==> config.mk <==
export PLATFORM = sky130hd
export DESIGN_NAME = alu_branch_execute_nz_flags
export DESIGN_NICKNAME = d
export VERILOG_FILES = /design/src/design/abe_pkg.sv /design/src/design/alu_branch_execute_nz_flags.sv /design/src/design/abe_front.sv /design/src/design/abe_div.sv /design/src/design/abe_back.sv
export SDC_FILE = /design/constraint.sdc
export NUM_CORES = 2
export LEC_CHECK = 0
export ABC_CLOCK_PERIOD_IN_PS = 12300
export BUFFER_PORTS_ARGS = -buffer_cell sky130_fd_sc_hd__buf_2
export CAP_MARGIN = 20
export CORE_MARGIN = 10
export CORE_UTILIZATION = 35
export CTS_BUF_LIST = sky130_fd_sc_hd__clkbuf_8
export DETAILED_ROUTE_END_ITERATION = 10
export PLACE_DENSITY = 0.48
export SLEW_MARGIN = 0
export SYNTH_ARGS = -nofsm -noshare
export SYNTH_HDL_FRONTEND = slang
export SYNTH_SLANG_ARGS = --single-unit
==> constraint.sdc <==
create_clock -name clk -period 12.3 [get_ports clk]
set_input_delay 1.23 -clock clk [delete_from_list [all_inputs] [get_ports clk]]
set_output_delay 1.23 -clock clk [all_outputs]
set_load 0.1 [all_outputs]
==> src/design/abe_pkg.sv <==
// package for the alu/branch execute unit: item types, action codes, widths
// no dependencies
package abe_pkg;

    localparam int DataWidth = 32;
    localparam int HalfWidth = DataWidth / 2;
    localparam int CntWidth  = $clog2(DataWidth + 1);

    localparam logic [4:0] ActMov  = 5'd0;
    localparam logic [4:0] ActAdd  = 5'd1;
    localparam logic [4:0] ActSub  = 5'd2;
    localparam logic [4:0] ActSwap = 5'd3;
    localparam logic [4:0] ActMul  = 5'd4;
    localparam logic [4:0] ActDiv  = 5'd5;
    localparam logic [4:0] ActCmp  = 5'd6;
    localparam logic [4:0] ActShl  = 5'd7;
    localparam logic [4:0] ActShr  = 5'd8;
    localparam logic [4:0] ActSar  = 5'd9;
    localparam logic [4:0] ActAnd  = 5'd10;
    localparam logic [4:0] ActOr   = 5'd11;
    localparam logic [4:0] ActXor  = 5'd12;
    localparam logic [4:0] ActLdl  = 5'd13;
    localparam logic [4:0] ActLdh  = 5'd14;
    localparam logic [4:0] ActNot  = 5'd15;
    localparam logic [4:0] ActJmp  = 5'd16;
    localparam logic [4:0] ActJz   = 5'd17;
    localparam logic [4:0] ActJp   = 5'd18;
    localparam logic [4:0] ActJn   = 5'd19;
    localparam logic [4:0] ActJnz  = 5'd20;
    localparam logic [4:0] ActJnp  = 5'd21;
    localparam logic [4:0] ActJnn  = 5'd22;
    localparam logic [4:0] ActStop = 5'd23;

    typedef struct packed {
        logic [4:0]  action;
        logic [31:0] operand_a;
        logic [31:0] operand_b;
    } in_item_t;

    typedef struct packed {
        logic        write_a;
        logic [31:0] value_a;
        logic        write_b;
        logic [31:0] value_b;
        logic        negative_flag;
        logic        zero_flag;
        logic        jump_taken;
        logic [15:0] jump_target;
        logic [31:0] remainder_out;
        logic        halt;
        logic        invalid_op;
    } out_item_t;

    // classified item passed from front to back
    typedef struct packed {
        logic [4:0]           action;
        logic [DataWidth-1:0] a;
        logic [DataWidth-1:0] b;
        logic                 big_shift;
        logic                 is_div;
        logic                 div_zero;
        logic                 invalid;
    } op_t;

endpackage

==> src/design/alu_branch_execute_nz_flags.sv <==
// top level of the alu/branch execute unit with n/z condition flags
// depends on abe_pkg, abe_front, abe_back (and abe_div below it)
//
//  channel | handshake             | payload
//  in      | in_valid / in_ready   | in_data  (abe_pkg::in_item_t)
//  out     | out_valid / out_ready | out_data (abe_pkg::out_item_t)
//
// most items finish in the back end's idle state; mul passes through the StMul state
// a nonzero div passes through StDiv and StFix around the one-bit-per-cycle divider loop
// two-entry queue between front and back; output register holds a result
// until it is taken, and the next item is taken only when the output register has room
// reset clears flags, remainder, queue and output valid
module alu_branch_execute_nz_flags (
    input  logic               clk,
    input  logic               rst_n,
    input  logic               in_valid,
    output logic               in_ready,
    input  abe_pkg::in_item_t  in_data,
    output logic               out_valid,
    input  logic               out_ready,
    output abe_pkg::out_item_t out_data
);
    import abe_pkg::*;

    logic op_valid, op_ready;
    op_t  op_data;

    abe_front u_front (
        .clk      (clk),
        .rst_n    (rst_n),
        .in_valid (in_valid),
        .in_ready (in_ready),
        .in_data  (in_data),
        .op_valid (op_valid),
        .op_ready (op_ready),
        .op_data  (op_data)
    );

    abe_back u_back (
        .clk       (clk),
        .rst_n     (rst_n),
        .op_valid  (op_valid),
        .op_ready  (op_ready),
        .op_data   (op_data),
        .out_valid (out_valid),
        .out_ready (out_ready),
        .out_data  (out_data)
    );

    a_out_hold: assert property (@(posedge clk) disable iff (!rst_n)
        out_valid && !out_ready |=> out_valid && $stable(out_data))
        else $error("result dropped or changed while stalled");

    a_jump_target: assert property (@(posedge clk) disable iff (!rst_n)
        out_valid && !out_data.jump_taken |-> out_data.jump_target == 16'd0)
        else $error("jump target set without a jump");

    a_halt_no_write: assert property (@(posedge clk) disable iff (!rst_n)
        out_valid && out_data.halt |-> !out_data.write_a && !out_data.write_b)
        else $error("write-back on a halting item");
endmodule

==> src/design/abe_front.sv <==
// front end: accepts items, classifies them, two-entry queue toward the back end
// depends on abe_pkg
module abe_front (
    input  logic              clk,
    input  logic              rst_n,
    input  logic              in_valid,
    output logic              in_ready,
    input  abe_pkg::in_item_t in_data,
    output logic              op_valid,
    input  logic              op_ready,
    output abe_pkg::op_t      op_data
);
    import abe_pkg::*;

    op_t        q_reg [2];
    logic       wr_ptr_reg, wr_ptr_next, rd_ptr_reg, rd_ptr_next;
    logic [1:0] count_reg, count_next;
    op_t        cls;
    logic       push, pop;

    always_comb
    begin
        cls.action    = in_data.action;
        cls.a         = in_data.operand_a[DataWidth-1:0];
        cls.b         = in_data.operand_b[DataWidth-1:0];
        cls.big_shift = (in_data.operand_b >= 32'(DataWidth));
        cls.is_div    = (in_data.action == ActDiv);
        cls.div_zero  = (in_data.operand_b[DataWidth-1:0] == '0);
        cls.invalid   = (in_data.action > ActStop);
    end

    assign in_ready = (count_reg != 2'd2);
    assign push     = in_valid && in_ready;
    assign op_valid = (count_reg != 2'd0);
    assign pop      = op_valid && op_ready;
    assign op_data  = q_reg[rd_ptr_reg];

    always_comb
    begin
        wr_ptr_next = wr_ptr_reg ^ push;
        rd_ptr_next = rd_ptr_reg ^ pop;
        count_next  = count_reg + 2'(push) - 2'(pop);
    end

    always_ff @(posedge clk)
    begin
        if (push)
        begin
            q_reg[wr_ptr_reg] <= cls;
        end
    end

    always_ff @(posedge clk or negedge rst_n)
    begin
        if (!rst_n)
        begin
            wr_ptr_reg <= 1'b0;
            rd_ptr_reg <= 1'b0;
            count_reg  <= 2'd0;
        end
        else
        begin
            wr_ptr_reg <= wr_ptr_next;
            rd_ptr_reg <= rd_ptr_next;
            count_reg  <= count_next;
        end
    end
endmodule

==> src/design/abe_div.sv <==
// iterative unsigned divider, one quotient bit per cycle
// depends on abe_pkg
module abe_div (
    input  logic                          clk,
    input  logic                          rst_n,
    input  logic                          start,
    input  logic [abe_pkg::DataWidth-1:0] dividend,
    input  logic [abe_pkg::DataWidth-1:0] divisor,
    output logic                          done,
    output logic [abe_pkg::DataWidth-1:0] quotient,
    output logic [abe_pkg::DataWidth-1:0] remainder
);
    import abe_pkg::*;

    logic [DataWidth-1:0] quo_reg, quo_next, rem_reg, rem_next, dsr_reg;
    logic [CntWidth-1:0]  cnt_reg, cnt_next;
    logic                 busy_reg, busy_next, done_reg, done_next;
    logic [DataWidth:0]   trial;

    assign trial     = {rem_reg, quo_reg[DataWidth-1]} - {1'b0, dsr_reg};
    assign done      = done_reg;
    assign quotient  = quo_reg;
    assign remainder = rem_reg;

    always_comb
    begin
        quo_next  = quo_reg;
        rem_next  = rem_reg;
        cnt_next  = cnt_reg;
        busy_next = busy_reg;
        done_next = 1'b0;
        if (start)
        begin
            quo_next  = dividend;
            rem_next  = '0;
            cnt_next  = CntWidth'(DataWidth);
            busy_next = 1'b1;
        end
        else if (busy_reg)
        begin
            if (trial[DataWidth])
            begin
                rem_next = {rem_reg[DataWidth-2:0], quo_reg[DataWidth-1]};
                quo_next = {quo_reg[DataWidth-2:0], 1'b0};
            end
            else
            begin
                rem_next = trial[DataWidth-1:0];
                quo_next = {quo_reg[DataWidth-2:0], 1'b1};
            end
            cnt_next = cnt_reg - 1'b1;
            if (cnt_reg == CntWidth'(1))
            begin
                busy_next = 1'b0;
                done_next = 1'b1;
            end
        end
    end

    always_ff @(posedge clk)
    begin
        quo_reg <= quo_next;
        rem_reg <= rem_next;
        if (start)
        begin
            dsr_reg <= divisor;
        end
    end

    always_ff @(posedge clk or negedge rst_n)
    begin
        if (!rst_n)
        begin
            cnt_reg  <= '0;
            busy_reg <= 1'b0;
            done_reg <= 1'b0;
        end
        else
        begin
            cnt_reg  <= cnt_next;
            busy_reg <= busy_next;
            done_reg <= done_next;
        end
    end
endmodule

==> src/design/abe_back.sv <==
// back end: executes classified items, holds flags and remainder, output register
// depends on abe_pkg, abe_div
module abe_back (
    input  logic               clk,
    input  logic               rst_n,
    input  logic               op_valid,
    output logic               op_ready,
    input  abe_pkg::op_t       op_data,
    output logic               out_valid,
    input  logic               out_ready,
    output abe_pkg::out_item_t out_data
);
    import abe_pkg::*;

    localparam logic [1:0] StIdle = 2'd0;
    localparam logic [1:0] StMul  = 2'd1;
    localparam logic [1:0] StDiv  = 2'd2;
    localparam logic [1:0] StFix  = 2'd3;

    localparam int ShWidth = $clog2(DataWidth);

    logic [1:0]           state_reg, state_next;
    logic                 neg_reg, neg_next, zero_reg, zero_next;
    logic [DataWidth-1:0] rem_reg, rem_next;
    logic                 ovalid_reg, ovalid_next;
    out_item_t            odata_reg, odata_next;
    op_t                  cur_reg;
    logic [DataWidth-1:0] prod_reg, mag_q_reg, mag_r_reg;
    logic                 sa, sb, take, room;
    logic [DataWidth-1:0] ma, mb, r, va, half_mask;
    logic                 flg, wa, jt;
    logic                 div_start, div_done;
    logic                 div_go_reg, div_go_next;
    logic [DataWidth-1:0] div_q, div_r;
    logic [ShWidth-1:0]   sh;

    abe_div u_div (
        .clk       (clk),
        .rst_n     (rst_n),
        .start     (div_start),
        .dividend  (ma),
        .divisor   (mb),
        .done      (div_done),
        .quotient  (div_q),
        .remainder (div_r)
    );

    assign room      = !ovalid_reg || out_ready;
    assign op_ready  = (state_reg == StIdle) && room;
    assign take      = op_valid && op_ready;
    assign out_valid = ovalid_reg;
    assign out_data  = odata_reg;
    assign half_mask = {{(DataWidth-HalfWidth){1'b0}}, {HalfWidth{1'b1}}};
    assign sh        = op_data.b[ShWidth-1:0];

    assign sa        = cur_reg.a[DataWidth-1];
    assign sb        = cur_reg.b[DataWidth-1];
    assign ma        = sa ? (DataWidth'(0) - cur_reg.a) : cur_reg.a;
    assign mb        = sb ? (DataWidth'(0) - cur_reg.b) : cur_reg.b;
    // divider starts in the cycle after a nonzero div is taken, once cur_reg holds it
    assign div_go_next = take && (op_data.action == ActDiv) && !op_data.div_zero;
    assign div_start   = div_go_reg;

    always_comb
    begin
        state_next  = state_reg;
        neg_next    = neg_reg;
        zero_next   = zero_reg;
        rem_next    = rem_reg;
        ovalid_next = ovalid_reg && !out_ready;
        odata_next  = odata_reg;
        r           = '0;
        va          = '0;
        flg         = 1'b0;
        wa          = 1'b0;
        jt          = 1'b0;
        unique case (state_reg)
            StIdle:
            begin
                if (take)
                begin
                    odata_next = '0;
                    unique case (op_data.action)
                        ActMov:  begin wa = 1'b1; va = op_data.b; end
                        ActAdd:  begin r = op_data.a + op_data.b; flg = 1'b1; end
                        ActSub:  begin r = op_data.a - op_data.b; flg = 1'b1; end
                        ActSwap:
                        begin
                            wa = 1'b1;
                            va = op_data.b;
                            odata_next.write_b = 1'b1;
                            odata_next.value_b = 32'(op_data.a);
                        end
                        ActMul:  state_next = StMul;
                        ActDiv:  state_next = op_data.div_zero ? StIdle : StDiv;
                        ActCmp:
                        begin
                            r         = op_data.a - op_data.b;
                            neg_next  = r[DataWidth-1];
                            zero_next = (r == '0);
                        end
                        ActShl:  begin r = op_data.big_shift ? '0 : op_data.a << sh; flg = 1'b1; end
                        ActShr:  begin r = op_data.big_shift ? '0 : op_data.a >> sh; flg = 1'b1; end
                        ActSar:
                        begin
                            r   = op_data.big_shift ? {DataWidth{op_data.a[DataWidth-1]}}
                                                    : DataWidth'($signed(op_data.a) >>> sh);
                            flg = 1'b1;
                        end
                        ActAnd:  begin r = op_data.a & op_data.b; flg = 1'b1; end
                        ActOr:   begin r = op_data.a | op_data.b; flg = 1'b1; end
                        ActXor:  begin r = op_data.a ^ op_data.b; flg = 1'b1; end
                        ActLdl:
                        begin
                            wa = 1'b1;
                            va = (op_data.a & ~half_mask) | (op_data.b & half_mask);
                        end
                        ActLdh:
                        begin
                            wa = 1'b1;
                            va = (op_data.b << HalfWidth) | (op_data.a & half_mask);
                        end
                        ActNot:  begin wa = 1'b1; va = ~op_data.a; end
                        ActJmp:  jt = 1'b1;
                        ActJz:   jt = zero_reg;
                        ActJp:   jt = !zero_reg && !neg_reg;
                        ActJn:   jt = neg_reg;
                        ActJnz:  jt = !zero_reg;
                        ActJnp:  jt = zero_reg || neg_reg;
                        ActJnn:  jt = !neg_reg;
                        default: ;
                    endcase
                    if (flg)
                    begin
                        neg_next  = r[DataWidth-1];
                        zero_next = (r == '0);
                        wa        = 1'b1;
                        va        = r;
                    end
                    // multi-cycle ops emit their result later
                    if (!(op_data.action == ActMul ||
                          (op_data.action == ActDiv && !op_data.div_zero)))
                    begin
                        ovalid_next              = 1'b1;
                        odata_next.write_a       = wa;
                        odata_next.value_a       = wa ? 32'(va) : '0;
                        odata_next.negative_flag = neg_next;
                        odata_next.zero_flag     = zero_next;
                        odata_next.jump_taken    = jt;
                        odata_next.jump_target   = jt ? op_data.a[15:0] : '0;
                        odata_next.remainder_out = 32'(rem_next);
                        odata_next.halt          = (op_data.action == ActStop) ||
                                                   (op_data.action == ActDiv);
                        odata_next.invalid_op    = op_data.invalid;
                    end
                end
            end
            StMul:
            begin
                if (room)
                begin
                    neg_next    = prod_reg[DataWidth-1];
                    zero_next   = (prod_reg == '0);
                    ovalid_next = 1'b1;
                    odata_next  = '0;
                    odata_next.write_a       = 1'b1;
                    odata_next.value_a       = 32'(prod_reg);
                    odata_next.negative_flag = neg_next;
                    odata_next.zero_flag     = zero_next;
                    odata_next.remainder_out = 32'(rem_reg);
                    state_next  = StIdle;
                end
            end
            StDiv:
            begin
                if (div_done)
                begin
                    state_next = StFix;
                end
            end
            StFix:
            begin
                if (room)
                begin
                    r           = (sa != sb) ? (DataWidth'(0) - mag_q_reg) : mag_q_reg;
                    rem_next    = sa ? (DataWidth'(0) - mag_r_reg) : mag_r_reg;
                    neg_next    = r[DataWidth-1];
                    zero_next   = (r == '0);
                    ovalid_next = 1'b1;
                    odata_next  = '0;
                    odata_next.write_a       = 1'b1;
                    odata_next.value_a       = 32'(r);
                    odata_next.negative_flag = neg_next;
                    odata_next.zero_flag     = zero_next;
                    odata_next.remainder_out = 32'(rem_next);
                    state_next  = StIdle;
                end
            end
            default: state_next = StIdle;
        endcase
    end

    always_ff @(posedge clk)
    begin
        odata_reg <= odata_next;
        if (take)
        begin
            cur_reg  <= op_data;
            prod_reg <= DataWidth'(op_data.a * op_data.b);
        end
        if (div_done)
        begin
            mag_q_reg <= div_q;
            mag_r_reg <= div_r;
        end
    end

    always_ff @(posedge clk or negedge rst_n)
    begin
        if (!rst_n)
        begin
            state_reg  <= StIdle;
            neg_reg    <= 1'b0;
            zero_reg   <= 1'b0;
            rem_reg    <= '0;
            ovalid_reg <= 1'b0;
            div_go_reg <= 1'b0;
        end
        else
        begin
            state_reg  <= state_next;
            neg_reg    <= neg_next;
            zero_reg   <= zero_next;
            rem_reg    <= rem_next;
            ovalid_reg <= ovalid_next;
            div_go_reg <= div_go_next;
        end
    end
endmodule

Yosys cells after proc, flatten, opt, wreduce, memory -nomap -nowiden
Memories as Yosys holds them, arrays and structs flattened.
Cells that the tools add are included.
{"block": "classes", "eq_ne": 36, "multipliers": 1, "n_lt_le_gt_ge": 2, "n_div": 0, "mux": 67, "bitwise_logic": 8, "shifts": 3, "n_reduce_logical": 35, "addsub": 10}
{"operator": "two-way mux 32 bit", "count": 13}
{"operator": "two-way mux 119 bit", "count": 3}
{"operator": "one-hot mux 119 bit (3 select lines)", "count": 1}
{"operator": "one-hot mux 32 bit (8 select lines)", "count": 1}
{"operator": "zero test 32 bit", "count": 5}
{"operator": "one-hot mux 32 bit (4 select lines)", "count": 1}
{"operator": "subtractor 1 x 32 -> 32 bit, first input constant", "count": 4}
{"operator": "two-way mux 33 bit", "count": 2}
{"operator": "OR 32 x 16 -> 32 bit", "count": 2}
{"operator": "two-way mux 53 bit", "count": 1}
{"operator": "equality test 5 x 4 -> 1 bit, second input constant", "count": 8}
{"operator": "equality test 5 bit, second input constant", "count": 8}
{"operator": "subtractor 33 x 32 -> 33 bit", "count": 1}
{"operator": "adder 32 bit", "count": 1}
{"operator": "bitwise AND 32 bit", "count": 1}
{"operator": ">= comparator 32 x 6 -> 1 bit, second input constant", "count": 1}
{"operator": "multiplier 32 x 32 -> 32 bit", "count": 1}
{"operator": "inverter 32 bit", "count": 1}
{"operator": "OR 32 bit", "count": 1}
{"operator": "<< shifter 32 x 5 -> 32 bit", "count": 1}
{"operator": ">> shifter 32 x 5 -> 32 bit", "count": 1}
{"operator": ">>> shifter 32 x 5 -> 32 bit", "count": 1}
{"operator": "subtractor 32 bit", "count": 1}
{"operator": "XOR 32 bit", "count": 1}
{"operator": "37 further kinds", "count": 101}
{"block": "totals", "register_bits": 425, "input_bits": 73, "latch_bits": 0, "mem_bits_ro": 0, "mem_count": 1, "output_inout_bits": 121, "ramBits": 146, "word_cells": 195}
{"memory": "u_front.q_reg", "words": 2, "width": 73, "rd": 1, "rd_clocked_by_memory_dff": 0, "write_ports": 1, "line": "abe_front.sv:15", "text": "op_t q_reg [2];"}

Depth between registers and ports, before layout
{"block": "logic_depth", "depth_word": 13, "mapped_depth": 40, "ltp_nobuf": 30}

Hierarchy
From an unflattened synthesis, not the netlist that was laid out.
{"block": "unflattened", "hier_cells": 5471, "hier_area_um2": 53272.3}
{"mod": "abe_back", "cells_each": 4603, "n_inst": 1, "area_per_inst_um2": 41584.9}
{"mod": "abe_div", "cells_each": 607, "n_inst": 1, "area_per_inst_um2": 6077.1}
{"mod": "abe_front", "cells_each": 261, "n_inst": 1, "area_per_inst_um2": 5610.4}

Worst setup path before layout
No wires, ideal clock.
{"block": "synth_path", "kind": "in2reg", "from": "input port out_ready", "to": "register u_front.count_reg[1]", "setup_ns": 0.080, "path_buffers": 0, "path_slack_ns": 2.737, "path_stages": 7, "t_arrival_ns": 9.483, "required_time_ns": 12.220, "path_cell_list": "nor2b_1 nor3_1 ha_1 inv_1 ha_1 xnor2_1 xnor2_1"}
{"block": "synth_between", "elab_chain_cells": 4}
{"element": "from (decl)", "line": "alu_branch_execute_nz_flags.sv:20", "text": "input logic out_ready,"}
{"element": "logical OR 1 bit", "line": "abe_back.sv:48", "text": "assign room = !ovalid_reg || out_ready;"}
{"element": "logical AND 1 bit", "line": "abe_back.sv:49", "text": "assign op_ready = (state_reg == StIdle) && room;"}
{"element": "logical AND 1 bit"}
{"element": "via u_back.take", "line": "abe_back.sv:29", "text": "logic sa, sb, take, room;"}
{"element": "subtractor 2 x 1 -> 2 bit", "line": "abe_front.sv:42", "text": "count_next = count_reg + 2'(push) - 2'(pop);"}
{"element": "via u_front.count_next[1]", "line": "abe_front.sv:17", "text": "logic [1:0] count_reg, count_next;"}
{"element": "to (signal assigned)", "line": "abe_front.sv:65", "text": "count_reg <= count_next;"}
{"element": "to (decl)", "line": "abe_front.sv:17"}
The timed path passes the listed nets, and every way through them passes these cells.
A chain may end at the register's enable or synchronous reset.

==> flow_summary.rst <==
.. list-table::
   :header-rows: 1

   * - Metric
     - Value
   * - Result of the run
     - finished clean
   * - Final-report hold violation count
     - 0
   * - Flip-flop count of the largest register, all copies and words added
     - 144
   * - Critical path data arrival time
     - 11.12 ns
   * - Crit share post-route
     - 85.5%
   * - Avg Vias per Cell
     - 5.92
   * - Worst Min Path Start
     - u_back.u_div.quotient[6]
   * - TritonCTS clock tree
     - yes
   * - Total of endpoints with negative setup slack in the final report
     - 0
   * - Number of cells on the worst hold path
     - 0
   * - Hold Path Sink
     - u_back.mag_q_reg[6]
   * - Starting density of the core
     - 35.3%
   * - Wire length per cell after detailed routing
     - 30.8 µm
   * - Post-route standard cell area excluding fillers
     - 56,600 µm²
   * - First-iteration detailed-routing DRC count
     - 5,346
   * - PostCTS Resize Cnt
     - 0
   * - Critical path peak fanout
     - 30
   * - Vias in the first global route
     - 43,595
   * - Area share of the largest cell type after synthesis
     - 28.8%
   * - Number of antenna violations at the first check in global routing
     - 11
   * - H-Tree Level Count
     - 3
   * - Weighted congestion reported at the end of routability-driven placement
     - 1.00
   * - Most frequent standard cell in the layout excluding fill and tap cells
     - nor2_1
   * - Row count
     - 139
   * - Worst slew slack as a fraction of its limit
     - 19.4%
   * - Leading cell types in the layout, fill and taps excluded
     - 704 x nor2_1, 580 x inv_1, 493 x nand2_1, 487 x edfxtp_1, 411 x fa_1
   * - Reg-to-Reg Start
     - u_front.rd_ptr_reg
   * - Buffers from clock root to sink, at most
     - 3
   * - Distinct cell type count after synthesis
     - 98
   * - Total number of vias
     - 44,716
   * - Number of iterations in the first detailed-routing pass
     - 8
   * - Count of hold-fix buffers inserted at cts
     - 0
   * - HPWL Detailed
     - 178,000 µm
   * - Worst-path cell with the longest stage delay
     - dfrtp_4
   * - Post-Synthesis Cells
     - 5,401
   * - Max-cap violations
     - 0
   * - Clock Sinks
     - 569
   * - Netlist area before placement
     - 50,800 µm²
   * - Synth Area per Inst
     - 9.41 µm²
   * - Cells on worst reg2reg path
     - 28
   * - Stage delay of the slowest cell on the critical path
     - 0.91 ns
   * - Wire length of the first global-routing pass
     - 329,000 µm
   * - Final-stage net count
     - 6,309
   * - Residual DRC
     - 0
   * - Final worst slack
     - 1.79 ns
   * - Number of nets in the synthesized netlist
     - 6,147
   * - Place WS
     - 1.86 ns
   * - Data required, critical path
     - 12.91 ns
   * - Highest achievable clock rate
     - 95.1 MHz
   * - Number of clock buffers inserted by TritonCTS
     - 102
   * - Number of synthesized flops with an enable pin
     - 487
   * - Clock latency reported for the late side of the worst-skew pair
     - 0.89 ns
   * - Num ports
     - 194
   * - Clock tree root driver cell
     - clkbuf_8
   * - Die area
     - 161,000 µm²
   * - Post-layout minimum cycle time
     - 10.51 ns
   * - Endpoint kind of the worst setup timing path
     - register
   * - Hold/Removal Path Class
     - reg -> reg
   * - Post-DRT Antenna Nets
     - 0
   * - Post-synthesis to final-layout area growth
     - 11.3%
   * - Worst setup skew after layout
     - 0.0748 ns
   * - Number of register bits inferred by synthesis
     - 569
   * - Total Negative Setup Slacks
     - 0 ns
   * - Postcts setup bufs
     - 0
   * - Startpoint kind of the worst setup timing path
     - register
   * - Worst-path clk slew
     - 0.06 ns
   * - Reg-to-reg critical path endpoint
     - u_back.prod_reg[31]
   * - Part of the Yosys area used for sequential elements
     - 32.5%
   * - Core Region
     - 144,000 µm²
   * - Dominant synthesized flop cell
     - edfxtp_1
   * - Reg2reg setup slack
     - 1.79 ns
   * - Post-synthesis cell type with the largest combined area
     - edfxtp_1
   * - Slew at the pin with the worst max-slew slack
     - 1.21 ns
   * - Largest net degree at the start of global routing
     - 71
   * - Fraction of layout cells with a size suffix above 1
     - 10.8%
   * - Total gr overflow
     - 0
   * - Yosys synthesis warning count
     - 0
   * - Global-route usage over all layers
     - 28.1%
   * - Port buffer count
     - 193
   * - Type of the worst setup path
     - reg -> reg
   * - Unrepaired setup endpoints after global routing
     - no
   * - Final count of pins violating max slew
     - 0
   * - Height of the die
     - 401 µm
   * - DRT Wirelength
     - 233,000 µm
   * - Cell types with the largest area share after synthesis
     - edfxtp_1 29%, fa_1 16%, ha_1 6.4%, nor2_1 5.2%, inv_1 4.0%
   * - Fraction of registers with async set or reset after synthesis
     - 8.79%
   * - Placed Instance Area
     - 54,400 µm²
   * - Horizontal extent of the die
     - 401 µm
-- layout make-up --
type                       instances  area, µm²
antenna                            6       15.0
clock buffer                     113       1560
clock inverter                    77        568
fill                           14605      87400
inverter                         573       2150
multi-input combinational       3982      31300
sequential                       569      16500
tap                             1903       2380
timing repair buffer             335       2070
-- cell usage after synthesis (25+ instances only) --
cell type / count
o21ai_0: 262
a21oi_1: 260
o221ai_1: 40
clkbuf_1: 194
nor2_1: 705
buf_1: 31
fa_1: 411
a31oi_1: 32
a211oi_1: 89
edfxtp_1: 487
a221oi_1: 30
nor4_1: 46
xor2_1: 96
nand2_1: 493
o31ai_1: 36
a22o_1: 69
dfxtp_1: 32
ha_1: 262
nand2b_1: 39
o211ai_1: 51
mux2i_1: 108
nor3_1: 153
a21o_1: 48
xnor2_1: 170
o41ai_1: 25
a22oi_1: 32
buf_2: 38
inv_1: 548
dfrtp_1: 50
or3_1: 27
or4_1: 36
nand3_1: 57
o22ai_1: 38
-- metal layers --
layer	vias to the layer above	routed length, µm	global-route usage [%]
met4	10	14100	14.4
met5	-	80	0
met1	22360	98700	38.7
met2	2548	95500	40.1
li1	19265	-	-
met3	533	24600	7.46
-- worst max-delay path by stage --
| stage | startpoint | endpoint | slack (ns) | depth (start not counted) |
|---|---|---|---|---|
| detailed placement | u_front.rd_ptr_reg | u_back.prod_reg[31] | 1.86 | 28 |
| global route | u_front.rd_ptr_reg | u_back.prod_reg[31] | 1.20 | 27 |
| CTS | u_front.rd_ptr_reg | u_back.prod_reg[31] | 1.81 | 28 |
| finish | u_front.rd_ptr_reg | u_back.prod_reg[31] | 1.79 | 28 |
| floorplan | out_ready | u_front.count_reg[1] | 2.74 | 7 |
| global placement | u_front.rd_ptr_reg | u_back.prod_reg[31] | 1.96 | 27 |
-- critical path, delay by kind of cell (launching register included) --
family	cells	cell delay (ns)
muxes	1	0.29
and+or+nand+nor	1	0.14
AOI/OAI and AO/OA	8	3.08
adders and majority gates	10	4.00
DFF	1	0.91
xor gates and xnor gates	1	0.08
buffers and inverters	7	1.63
-- stage by stage --
stage | hold WS, ns | instances | util, %
5_1_grt | 0.454 | 7554 | 39.3
3_5_place_dp | 0.435 | 7361 | 37.8
2_1_floorplan | 0.426 | 5401 | -
4_1_cts | 0.437 | 7551 | 39.3
6_report | 0.451 | 7558 | 39.3
3_3_place_gp | 0.430 | 7357 | 37.8
-- logic make-up after synthesis --
logic type	after synthesis	synth area share, %
and+or+nand+nor	1692	14.7
AOI/OAI and AO/OA	1206	15.9
buffers and inverters	850	6.55
adders and majority gates	673	22.6
DFF	569	32.5
xor gates and xnor gates	266	4.58
muxes	145	3.16
Power is not shown: default switching activity piles up to over one toggle a cycle in this logic, so the estimate is an artifact.
